--- src/design/kmp_pkg.sv ---
`default_nettype none
package kmp_pkg;

    localparam int BUFFER_DEPTH_DEF = 32;

    localparam int KEY_W  = 8;
    localparam int MOD_W  = 8;
    localparam int ACT_W  = 4;
    localparam int CFG_W  = 8;
    localparam int IDX_W  = 8;
    localparam int S_DATA_W = 24;
    localparam int M_DATA_W = 16;

    // Kinds of queued words, decided by the front end.
    localparam logic [1:0] KIND_APPEND = 2'd0;
    localparam logic [1:0] KIND_TICK   = 2'd1;
    localparam logic [1:0] KIND_HOLD   = 2'd2;

    localparam logic [ACT_W-1:0] ACT_NONE     = 4'd0;
    localparam logic [ACT_W-1:0] ACT_MODS     = 4'd1;
    localparam logic [ACT_W-1:0] ACT_KEY_DN   = 4'd2;
    localparam logic [ACT_W-1:0] ACT_KEY_UP   = 4'd3;
    localparam logic [ACT_W-1:0] ACT_MEDIA_DN = 4'd4;
    localparam logic [ACT_W-1:0] ACT_MEDIA_UP = 4'd5;
    localparam logic [ACT_W-1:0] ACT_POWER_DN = 4'd6;
    localparam logic [ACT_W-1:0] ACT_POWER_UP = 4'd7;
    localparam logic [ACT_W-1:0] ACT_FINISHED = 4'd8;
    localparam logic [ACT_W-1:0] ACT_ACCEPTED = 4'd9;
    localparam logic [ACT_W-1:0] ACT_REJECTED = 4'd10;

    localparam logic [IDX_W-1:0] REG_MEDIA_FIRST = 8'd0;
    localparam logic [IDX_W-1:0] REG_MEDIA_LAST  = 8'd1;
    localparam logic [IDX_W-1:0] REG_POWER_FIRST = 8'd2;
    localparam logic [IDX_W-1:0] REG_POWER_LAST  = 8'd3;

    localparam logic [CFG_W-1:0] MEDIA_FIRST_RST = 8'd128;
    localparam logic [CFG_W-1:0] MEDIA_LAST_RST  = 8'd143;
    localparam logic [CFG_W-1:0] POWER_FIRST_RST = 8'd144;
    localparam logic [CFG_W-1:0] POWER_LAST_RST  = 8'd146;

    localparam logic [KEY_W-1:0] KEY_PAUSE = 8'h01;
    localparam logic [KEY_W-1:0] KEY_HIGH  = 8'h80;

    typedef struct packed {
        logic [1:0]       kind;
        logic [KEY_W-1:0] key;
        logic [MOD_W-1:0] mods;
    } t_item;

endpackage
`default_nettype wire

--- src/design/kmp_front.sv ---
`default_nettype none
module kmp_front (
    input  wire                          i_clk,
    input  wire                          i_rst_n,
    input  wire                          i_s_tvalid,
    output logic                         o_s_tready,
    input  wire  [kmp_pkg::S_DATA_W-1:0] i_s_tdata,
    input  wire                          i_s_tuser,
    output logic                         o_push,
    output kmp_pkg::t_item               o_item,
    input  wire                          i_q_ready
);
    import kmp_pkg::*;

    logic  r_valid;
    t_item r_item;
    t_item n_item;

    // A tick while the host is busy does nothing, so it is marked here and
    // the back end only reports it.
    always_comb begin
        n_item.key  = i_s_tdata[7:0];
        n_item.mods = i_s_tdata[15:8];
        if (!i_s_tuser) begin
            n_item.kind = KIND_APPEND;
        end else if (i_s_tdata[16]) begin
            n_item.kind = KIND_HOLD;
        end else begin
            n_item.kind = KIND_TICK;
        end
    end

    assign o_s_tready = !r_valid || i_q_ready;
    assign o_push     = r_valid && i_q_ready;
    assign o_item     = r_item;

    always_ff @(posedge i_clk) begin
        if (!i_rst_n) begin
            r_valid <= 1'b0;
        end else if (o_s_tready) begin
            r_valid <= i_s_tvalid;
        end
    end

    always_ff @(posedge i_clk) begin
        if (o_s_tready && i_s_tvalid) begin
            r_item <= n_item;
        end
    end

endmodule
`default_nettype wire

--- src/design/kmp_queue.sv ---
`default_nettype none
module kmp_queue (
    input  wire             i_clk,
    input  wire             i_rst_n,
    input  wire             i_push,
    input  kmp_pkg::t_item  i_item,
    output logic            o_ready,
    output logic            o_valid,
    output kmp_pkg::t_item  o_item,
    input  wire             i_pop
);
    import kmp_pkg::*;

    t_item      r_slot [0:1];
    logic       r_wr_ptr;
    logic       r_rd_ptr;
    logic [1:0] r_count;

    assign o_ready = (r_count != 2'd2);
    assign o_valid = (r_count != 2'd0);
    assign o_item  = r_slot[r_rd_ptr];

    always_ff @(posedge i_clk) begin
        if (!i_rst_n) begin
            r_wr_ptr <= 1'b0;
            r_rd_ptr <= 1'b0;
            r_count  <= 2'd0;
        end else begin
            if (i_push) begin
                r_wr_ptr <= !r_wr_ptr;
            end
            if (i_pop) begin
                r_rd_ptr <= !r_rd_ptr;
            end
            if (i_push && !i_pop) begin
                r_count <= r_count + 2'd1;
            end else if (i_pop && !i_push) begin
                r_count <= r_count - 2'd1;
            end
        end
    end

    always_ff @(posedge i_clk) begin
        if (i_push) begin
            r_slot[r_wr_ptr] <= i_item;
        end
    end

endmodule
`default_nettype wire

--- src/design/kmp_back.sv ---
`default_nettype none
module kmp_back #(
    parameter int BUFFER_DEPTH = kmp_pkg::BUFFER_DEPTH_DEF
) (
    input  wire                          i_clk,
    input  wire                          i_rst_n,
    input  wire                          i_q_valid,
    input  kmp_pkg::t_item               i_q_item,
    output logic                         o_pop,
    input  wire                          i_cfg_valid,
    input  wire  [kmp_pkg::IDX_W-1:0]    i_cfg_index,
    input  wire  [kmp_pkg::CFG_W-1:0]    i_cfg_data,
    output logic                         o_m_tvalid,
    input  wire                          i_m_tready,
    output logic [kmp_pkg::M_DATA_W-1:0] o_m_tdata,
    output logic [kmp_pkg::ACT_W-1:0]    o_m_tuser
);
    import kmp_pkg::*;

    localparam int AW = (BUFFER_DEPTH > 1) ? $clog2(BUFFER_DEPTH) : 1;
    localparam int CW = $clog2(BUFFER_DEPTH + 1);
    localparam logic [CW-1:0] C_ONE   = CW'(1);
    localparam logic [CW-1:0] C_DEPTH = CW'(BUFFER_DEPTH);

    localparam logic ST_IDLE = 1'b0;
    localparam logic ST_EXEC = 1'b1;

    logic [KEY_W+MOD_W-1:0] mem [0:BUFFER_DEPTH-1];
    logic [KEY_W+MOD_W-1:0] r_rdata;

    logic             r_state, n_state;
    logic [CW-1:0]    r_fill, n_fill;
    logic [CW-1:0]    r_pos, n_pos;
    logic [7:0]       r_pause, n_pause;
    logic [KEY_W-1:0] r_held, n_held;
    logic [MOD_W-1:0] r_mods, n_mods;
    logic             r_playing, n_playing;

    logic [CFG_W-1:0] r_media_first, r_media_last, r_power_first, r_power_last;

    logic             r_out_valid, n_out_valid;
    logic [ACT_W-1:0] r_out_act, n_out_act;
    logic [KEY_W-1:0] r_out_code, n_out_code;
    logic [MOD_W-1:0] r_out_mods;

    logic             out_free;
    logic             produce;
    logic             mem_we;
    logic             mem_re;
    logic [KEY_W-1:0] w_key;
    logic [MOD_W-1:0] w_mod;
    logic             held_media, held_power, key_media, key_power;

    assign out_free = !r_out_valid || i_m_tready;
    assign o_pop    = (r_state == ST_IDLE) && i_q_valid && out_free;
    assign w_key    = r_rdata[KEY_W-1:0];
    assign w_mod    = r_rdata[KEY_W+MOD_W-1:KEY_W];

    assign held_media = (r_held >= r_media_first) && (r_held <= r_media_last);
    assign held_power = (r_held >= r_power_first) && (r_held <= r_power_last);
    assign key_media  = (w_key >= r_media_first) && (w_key <= r_media_last);
    assign key_power  = (w_key >= r_power_first) && (w_key <= r_power_last);

    always_comb begin
        n_state     = r_state;
        n_fill      = r_fill;
        n_pos       = r_pos;
        n_pause     = r_pause;
        n_held      = r_held;
        n_mods      = r_mods;
        n_playing   = r_playing;
        n_out_act   = ACT_NONE;
        n_out_code  = '0;
        produce     = 1'b0;
        mem_we      = 1'b0;
        mem_re      = 1'b0;
        case (r_state)
            ST_IDLE: begin
                if (o_pop) begin
                    case (i_q_item.kind)
                        KIND_APPEND: begin
                            produce = 1'b1;
                            if (r_fill >= C_DEPTH) begin
                                n_out_act = ACT_REJECTED;
                            end else begin
                                mem_we    = 1'b1;
                                n_fill    = r_fill + C_ONE;
                                n_playing = 1'b1;
                                n_out_act = ACT_ACCEPTED;
                            end
                        end
                        KIND_TICK: begin
                            // The word at the play position is read first; the
                            // step itself runs on the registered read data.
                            mem_re  = 1'b1;
                            n_state = ST_EXEC;
                        end
                        default: begin
                            produce = 1'b1;
                        end
                    endcase
                end
            end
            ST_EXEC: begin
                if (out_free) begin
                    produce = 1'b1;
                    n_state = ST_IDLE;
                    if (r_fill == '0) begin
                        if (r_playing) begin
                            n_playing = 1'b0;
                            n_out_act = ACT_FINISHED;
                        end
                    end else if (r_pause != 8'd0) begin
                        n_pause = r_pause - 8'd1;
                    end else if (r_held != '0) begin
                        n_held = '0;
                        if (r_held < KEY_HIGH) begin
                            n_out_act  = ACT_KEY_UP;
                            n_out_code = r_held;
                        end else if (held_media) begin
                            n_out_act  = ACT_MEDIA_UP;
                            n_out_code = r_held;
                        end else if (held_power) begin
                            n_out_act  = ACT_POWER_UP;
                            n_out_code = r_held;
                        end
                    end else if (r_pos >= r_fill) begin
                        n_fill = '0;
                        n_pos  = '0;
                    end else if (w_key == KEY_PAUSE) begin
                        n_pause = w_mod;
                        n_pos   = r_pos + C_ONE;
                    end else if (r_mods != w_mod) begin
                        n_mods    = w_mod;
                        n_out_act = ACT_MODS;
                    end else begin
                        n_held = w_key;
                        n_pos  = r_pos + C_ONE;
                        if (w_key != '0 && w_key < KEY_HIGH) begin
                            n_out_act  = ACT_KEY_DN;
                            n_out_code = w_key;
                        end else if (w_key >= KEY_HIGH && key_media) begin
                            n_out_act  = ACT_MEDIA_DN;
                            n_out_code = w_key;
                        end else if (w_key >= KEY_HIGH && key_power) begin
                            n_out_act  = ACT_POWER_DN;
                            n_out_code = w_key;
                        end
                    end
                end
            end
            default: begin
                n_state = ST_IDLE;
            end
        endcase
        n_out_valid = produce ? 1'b1 : (r_out_valid && !i_m_tready);
    end

    always_ff @(posedge i_clk) begin
        if (!i_rst_n) begin
            r_state       <= ST_IDLE;
            r_fill        <= '0;
            r_pos         <= '0;
            r_pause       <= '0;
            r_held        <= '0;
            r_mods        <= '0;
            r_playing     <= 1'b0;
            r_out_valid   <= 1'b0;
            r_media_first <= MEDIA_FIRST_RST;
            r_media_last  <= MEDIA_LAST_RST;
            r_power_first <= POWER_FIRST_RST;
            r_power_last  <= POWER_LAST_RST;
        end else begin
            r_state     <= n_state;
            r_fill      <= n_fill;
            r_pos       <= n_pos;
            r_pause     <= n_pause;
            r_held      <= n_held;
            r_mods      <= n_mods;
            r_playing   <= n_playing;
            r_out_valid <= n_out_valid;
            if (i_cfg_valid) begin
                case (i_cfg_index)
                    REG_MEDIA_FIRST: r_media_first <= i_cfg_data;
                    REG_MEDIA_LAST:  r_media_last  <= i_cfg_data;
                    REG_POWER_FIRST: r_power_first <= i_cfg_data;
                    REG_POWER_LAST:  r_power_last  <= i_cfg_data;
                    default: begin
                    end
                endcase
            end
        end
    end

    always_ff @(posedge i_clk) begin
        if (produce) begin
            r_out_act  <= n_out_act;
            r_out_code <= n_out_code;
            r_out_mods <= n_mods;
        end
    end

    always_ff @(posedge i_clk) begin
        if (mem_we) begin
            mem[r_fill[AW-1:0]] <= {i_q_item.mods, i_q_item.key};
        end
        if (mem_re) begin
            r_rdata <= mem[r_pos[AW-1:0]];
        end
    end

    assign o_m_tvalid = r_out_valid;
    assign o_m_tuser  = r_out_act;
    assign o_m_tdata  = {r_out_mods, r_out_code};

endmodule
`default_nettype wire

--- src/design/keystroke_macro_player_top.sv ---
`default_nettype none
// Keystroke macro player. Append words (tuser 0) store a key byte and a
// modifier byte in a word buffer of BUFFER_DEPTH entries; tick words (tuser 1)
// play the buffer one step at a time, and every input word gives exactly one
// result word, with the action code on tuser. Input words pass a register
// stage and a two-entry queue before the player. An append or a tick with
// host_busy set is handled in the player's idle state; any other tick also
// passes an execute state, because the buffer word at the play position is
// read from a memory with a registered read port before the step is taken.
// Sustained rate is one append per cycle while the output is not stalled; the
// player takes no new word from the queue until a tick's step is done. The
// buffer needs no clearing after reset. The user must write the range
// registers through the configuration channel, which is always ready, only
// while the block is idle; the block itself does not enforce this.
module keystroke_macro_player_top #(
    parameter int BUFFER_DEPTH = kmp_pkg::BUFFER_DEPTH_DEF
) (
    input  wire                          i_clk,
    input  wire                          i_rst_n,
    input  wire                          i_s_tvalid,
    output logic                         o_s_tready,
    // key_byte [7:0], modifier_byte [15:8], host_busy [16], zero [23:17]
    input  wire  [kmp_pkg::S_DATA_W-1:0] i_s_tdata,
    // operation [0]
    input  wire                          i_s_tuser,
    output logic                         o_m_tvalid,
    input  wire                          i_m_tready,
    // code [7:0], modifiers [15:8]
    output logic [kmp_pkg::M_DATA_W-1:0] o_m_tdata,
    // action [3:0]
    output logic [kmp_pkg::ACT_W-1:0]    o_m_tuser,
    input  wire                          i_cfg_valid,
    output logic                         o_cfg_ready,
    input  wire  [kmp_pkg::IDX_W-1:0]    i_cfg_index,
    input  wire  [kmp_pkg::CFG_W-1:0]    i_cfg_data
);
    import kmp_pkg::*;

    logic  push;
    logic  q_ready;
    logic  q_valid;
    logic  pop;
    t_item front_item;
    t_item q_item;

    assign o_cfg_ready = 1'b1;

    kmp_front u_front (
        .i_clk      (i_clk),
        .i_rst_n    (i_rst_n),
        .i_s_tvalid (i_s_tvalid),
        .o_s_tready (o_s_tready),
        .i_s_tdata  (i_s_tdata),
        .i_s_tuser  (i_s_tuser),
        .o_push     (push),
        .o_item     (front_item),
        .i_q_ready  (q_ready)
    );

    kmp_queue u_queue (
        .i_clk   (i_clk),
        .i_rst_n (i_rst_n),
        .i_push  (push),
        .i_item  (front_item),
        .o_ready (q_ready),
        .o_valid (q_valid),
        .o_item  (q_item),
        .i_pop   (pop)
    );

    kmp_back #(
        .BUFFER_DEPTH (BUFFER_DEPTH)
    ) u_back (
        .i_clk       (i_clk),
        .i_rst_n     (i_rst_n),
        .i_q_valid   (q_valid),
        .i_q_item    (q_item),
        .o_pop       (pop),
        .i_cfg_valid (i_cfg_valid),
        .i_cfg_index (i_cfg_index),
        .i_cfg_data  (i_cfg_data),
        .o_m_tvalid  (o_m_tvalid),
        .i_m_tready  (i_m_tready),
        .o_m_tdata   (o_m_tdata),
        .o_m_tuser   (o_m_tuser)
    );

endmodule
`default_nettype wire

--- config.mk ---
export PLATFORM = sky130hd
export DESIGN_NAME = keystroke_macro_player_top
export DESIGN_NICKNAME = d
export VERILOG_FILES = /design/src/design/kmp_pkg.sv /design/src/design/kmp_front.sv /design/src/design/kmp_queue.sv /design/src/design/kmp_back.sv /design/src/design/keystroke_macro_player_top.sv
export SDC_FILE = /design/constraint.sdc
export NUM_CORES = 1
export LEC_CHECK = 0
export ABC_AREA = 1
export BUFFER_PORTS_ARGS = -buffer_cell sky130_fd_sc_hd__buf_4
export CAP_MARGIN = 20
export CORE_ASPECT_RATIO = 0.9
export CORE_MARGIN = 5
export CORE_UTILIZATION = 35
export DETAILED_ROUTE_END_ITERATION = 12
export PLACE_DENSITY = 0.47
export SETUP_SLACK_MARGIN = 0.1
export SYNTH_ARGS = -nofsm -noshare
export SYNTH_HDL_FRONTEND = slang
export SYNTH_HIERARCHICAL = 1
export SYNTH_SLANG_ARGS = --single-unit
--- constraint.sdc ---
create_clock -name i_clk -period 3 [get_ports i_clk]
set_input_delay 0.6 -clock i_clk [delete_from_list [all_inputs] [get_ports i_clk]]
set_output_delay 0.6 -clock i_clk [all_outputs]
set_load 0.1 [all_outputs]
Word-level counts from Yosys, hierarchy flattened:

Memory sizes are Yosys's and may differ from the RTL's. A register that Yosys moved wholly into a read port is not among the register bits.
Index checks and enable logic that the tools add are counted.

* register bits: 114
* bits in writable memories: 548
* input bits: 46
* output and inout bits: 23
* word-level logic and storage cells: 196
* memories: 2

* add/subtract/negate cells: 5
* order comparisons: 13
* equal/unequal tests: 22
* muxes and demuxes: 85
* bitwise logic cells: 5
* reductions and logical operators: 42

Memory list
* u_back.mem: words 32, width 16, read ports 1, clocked after Yosys merged registers in 1, wr ports 1, line kmp_back.sv:28 `logic [KEY_W+MOD_W-1:0] mem [0:BUFFER_DEPTH-1];`
* u_queue.r_slot: words 2, width 18, read ports 1, clocked after Yosys merged registers in 1, wr ports 1, line kmp_queue.sv:14 `t_item r_slot [0:1];`

Operator list (count)
* two-way mux 8 bit: 26
* two-way mux 6 bit: 11
* two-way mux 4 bit: 14
* greater-or-equal comparator 8 bit: 4
* less-or-equal comparator 8 bit: 4
* nonzero test 8 bit: 3
* two-way mux 1 bit: 23
* != test 2 bit, second input constant: 10
* == test 8 x 1 -> 1 bit, second input constant: 2
* == test 8 x 2 -> 1 bit, second input constant: 2
* < comparator 8 bit, second input constant: 2
* logical AND 1 bit: 14
* adder 6 x 1 -> 6 bit, second input constant: 2
* case mux 6 bit (2 select lines): 1
* AND reduction 6 bit: 2
* != test 2 x 1 -> 1 bit, second input constant: 5
* greater-or-equal comparator 8 bit, second input constant: 1
* logical NOT 8 bit: 1
* two-way mux 2 bit: 4
* != test 8 bit: 1
* case mux 4 bit (2 select lines): 1
* AND reduction 2 bit: 4
* AND reduction 8 bit: 1
* subtractor 8 x 1 -> 8 bit, second input constant: 1
* 17 further kinds: 33

Depth between registers and ports, before layout:

* word-level depth: 14
* gate-level depth with buffers: 16
* depth with buffers taken out: 15

Hierarchy:

Netlist, hierarchy kept.

By module, submodules not included
* kmp_back: instances 1, cells an instance 2310, area each 26580.5 sq um, seq. area each 17877.1 sq um
* kmp_queue: instances 1, cells an instance 91, area each 1580.3 sq um, seq. area each 1181.1 sq um
* kmp_front: instances 1, cells an instance 31, area each 614.3 sq um, seq. area each 560.5 sq um
* keystroke_macro_player_top: instances 1, cells an instance 2, area each 11.3 sq um, seq. area each 0.0 sq um

Least setup slack after synthesis:

No wires, ideal clock.

* path type: register to register
* start: reg u_back.r_out_valid (netlist: u_back/o_m_tvalid)
* end: mem u_back/mem[10][0] (netlist name) (enable)
* setup time: 388 ps
* arrival time: 2434 ps
* data required time: 2612 ps
* setup slack: 177 ps
* stages on the path, launching flop included: 8
* buffers on the path: 0
* clock period less this slack: 2823 ps
* path through: dfxtp_1 inv_1 o21ai_1 nor2_1 inv_1 nor3_2 nand2_1 nor2_1

* longest elaborated chain between the ends: 7

RTL lines
* from (decl): line kmp_back.sv:41 `logic r_out_valid, n_out_valid;`
* from (signal assigned): line kmp_back.sv:181 `r_out_valid <= n_out_valid;`
* logical NOT 1 bit: line kmp_back.sv:54 `assign out_free = !r_out_valid || i_m_tready;`
* logical OR 1 bit: line kmp_back.sv:54
* logical AND 1 bit: line kmp_back.sv:55 `assign o_pop = (r_state == ST_IDLE) && i_q_valid && out_free;`
* net pop: line keystroke_macro_player_top.sv:42 `logic pop;`
* two-way mux 1 bit: line kmp_back.sv:79 `if (o_pop) begin`
* two-way mux 1 bit: line kmp_back.sv:77 `case (r_state)`
* two-way mux 1 bit: line kmp_back.sv:204 `if (mem_we) begin`
* two-way mux 1 bit (not written as such): line kmp_back.sv:205 `mem[r_fill[AW-1:0]] <= {i_q_item.mods, i_q_item.key};`
* to (decl): line kmp_back.sv:28

The timed path passes the listed nets, and every way through them passes these cells.

==> flow_summary.json <==
{
  "final_cell_mix": "602 x edfxtp_1, 396 x nor2_1, 307 x o21ai_0, 238 x nand2_1, 152 x inv_1",
  "n_antenna_cell": 0,
  "slew_headroom_pct": 29.39,
  "dieHeight_um": 282.1,
  "dp_hpwl_um": 48750,
  "critPathLaunchType": "flop",
  "clock_skew_ns": 0.02692,
  "multi_input_area_um2": 7938,
  "layout_commonest_cell": "edfxtp_1",
  "postLayoutCellArea_um2": 33110,
  "synth_area_um2": 28790,
  "wl_um": 79470,
  "finalSetupViolCount": 0,
  "fin_util_pct": 40.68,
  "synthCells": 2434,
  "grt_busiest_layer": "met2",
  "core-area_um2": 81380,
  "io_pins": 69,
  "grt_use_total_pct": 17.61,
  "use_met2_pct": 27.45,
  "final.setup.tns_ns": 0,
  "synth-xor-area-share_pct": 0.4260,
  "ys_seq_area_share_pct": 68.15,
  "muxShareOfSynthArea_pct": 0.8345,
  "via_per_inst": 5.176,
  "hold_class": "in2reg",
  "synth_nets": 2557,
  "switchingPower_mw": 6.899,
  "swShare_pct": 28.84,
  "synth_top_family_by_area": "compound AO/OA/AOI/OAI gates",
  "fmax_mhz": 363.4,
  "worstSkewPairLatency_ns": 0.62,
  "dieWidth_um": 312.3,
  "num_vias": 18900,
  "wl_per_cell_um": 21.77,
  "path_clk_slew_ns": 0.06,
  "finalPower_mw": 23.93,
  "n_fill_cell": 7597,
  "antenna_found_initial": 0,
  "ys_types": 51,
  "start_util_pct": 35.37,
  "postSynthAreaPerCell_um2": 11.83,
  "worst_ep_required_time_ns": 3.28,
  "arrival_ns": 3.03,
  "outcome": "complete, no violations",
  "clockBufferDepth": 3,
  "grt_use_met1_pct": 25.22,
  "clock_sinks": 679,
  "cts_made_buffers": 73,
  "leakage_nw": 11.82,
  "p_per_area_nw_per_um2": 722.7,
  "grt_max_degree": 127,
  "hold_violations": 0,
  "seqPwrFrac_pct": 47.8,
  "ant_nets": 0,
  "path_max_fanout": 16,
  "synthSimpleGateAreaFrac_pct": 11.24,
  "power_frac_clock_pct": 36.6,
  "drv_cap": 0,
  "rows": 99,
  "drive_gt1_share_pct": 12.43,
  "synth-compound-area-share_pct": 11.65,
  "h-tree-depth": 3,
  "synth_fa_ha_area_share_pct": 3.347,
  "first_iter_violations": 1636,
  "vdd_drop_max_uv": 343.8,
  "worst_slew_pin_slew_ns": 1.059,
  "die_area_um2": 88090,
  "grt_pass1_wl_um": 117100,
  "fin_crit_ns": 2.752,
  "seq_area_um2": 19630,
  "crit_path_end_kind": "flop",
  "p_comb_share_pct": 15.6,
  "period_share_pct": 91.73,
  "io_buffers": 60,
  "drc_errors": 0,
  "syn_to_final_growth_pct": 15.02,
  "dpl_cell_area_um2": 30770,
  "critPathKind": "reg2reg",
  "ys_ff_latch": 679,
  "slew_violations": 0,
  "grt_pass1_vias": 18140,
  "rsz0062_at_grt": "yes",
  "grt.overflow.total": 0,
  "post_cts_buffers": 0,
  "cts_tree": "yes",
  "gp_congestion": 0.8054,
  "intPower_mw": 17.03,
  "first_pass_iters": 5,
  "yosys_warnings": 6,
  "final_net_count": 2656,
  "cts_root_buffer": "clkbuf_16",
  "grt_use_met3_pct": 4.066
}
## final timing paths
kind | start | endpoint | slack [ns] | cells after the start
worst max-delay path | flop | u_back/mem[29][10]$_DFFE_PP_ | 0.25 | 8
worst min-delay path | i_s_tdata[13] | u_front/o_item[5]$_DFFE_PP_ | 0.16 | 1
worst max register to register | flop | u_back/mem[29][10]$_DFFE_PP_ | 0.25 | 8
worst min register to register | u_front/o_item[14]$_DFFE_PP_ | u_queue/r_slot[1][14]$_DFFE_PP_ | 0.43 | 0
## through the flow
| step | hold slack [ns] | std cells | worst slack [ns] |
|---|---|---|---|
| finish | 0.1585 | 3651 | 0.2480 |
| global route | 0.1232 | 3651 | 0.06412 |
| CTS | 0.1178 | 3650 | 0.1845 |
| detailed placement | 0.4298 | 3517 | 0.02956 |
| global placement | 0.4367 | 3517 | -0.09281 |
| floorplan | 0.4215 | 2434 | 0.1771 |
## synthesized netlist by cell type (all sizes together)
library cell,count,share of area (%)
a21oi,88,1.6
o31ai,1,0.026
o21ai,326,5.7
a211oi,8,0.35
buf,53,1.2
nand3,77,1.4
nand3b,1,0.026
mux2,18,0.83
clkbuf,69,0.90
edfxtp,602,63
or2,2,0.043
o22ai,79,1.7
a21boi,1,0.026
o211ai,40,1.0
conb,1,0.013
nand2,246,3.4
nor3,9,0.19
inv,164,2.2
xor2,13,0.40
ha,77,3.3
nor3b,1,0.026
clkinv,4,0.070
dfxtp,77,5.4
o21a,3,0.078
o221ai,34,1.0
a41o,1,0.035
a21o,2,0.052
nor2,406,5.5
nand4,29,0.63
xnor2,1,0.030
nand2b,1,0.022
## layout make-up
cell class,instances,area share (%)
Tap cell,1060,4.006
Multi-Input combinational cell,1465,23.97
Clock buffer,88,5.846
Inverter,168,1.984
Sequential cell,679,59.28
Clock inverter,45,1.160
Timing Repair Buffer,146,3.749
## power by group through the flow
stage	clock [mW]	sequential, mW	combinational (mW)
2_1_floorplan	0	12.5	1.38
3_3_place_gp	0	11.6	3.69
3_5_place_dp	0	11.7	3.74
4_1_cts	9.01	11.5	3.75
5_1_grt	9.43	11.5	3.99
6_report	8.76	11.4	3.73
## flip-flops by register name (all words and copies together) (netlist names), 2 cells and up, named ones only
signal and flops:
u_back/r_mods 8, u_back/r_pause 8, u_back/r_pos 6, u_back/r_out_mods 8
u_front/o_item 18, u_back/r_out_code 8, u_back/r_fill 6, u_back/mem 512
u_back/r_held 8, u_back/r_media_last 8, u_back/r_media_first 8, u_queue/r_slot 36
u_back/r_rdata 16, u_back/r_power_last 8, u_back/r_power_first 8, u_queue/r_count 2
u_back/o_m_tuser 4
## worst max-delay path, cell delays in order (launching register included)
cell	delay, ns
dfxtp_1	0.47
mux2_2	0.39
nor2_1	0.23
inv_1	0.12
nor3_2	0.42
nand2_1	0.11
buf_4	0.23
nor2_1	0.14
buf_4	0.29
## metal layers
layer,vias up,share of wire (%)
li1,8962,-
met1,9351,46
met2,477,45
met3,106,6.6
met4,0,2.2
met5,-,0
## cells by family after synthesis
group,after synthesis
buffers and inverters,290
muxes,18
adders and majority gates,77
other,1
and+or+nand+nor,772
xor gates and xnor gates,14
DFF,679
AOI/OAI and AO/OA,583
## what timing repair did
action	in CTS	in global routing
hold buffers	0	0
setup endpoints to repair	97	85
resized for setup	1	1
hold endpoints to repair	0	0
Power figures use the tool's default switching activity.
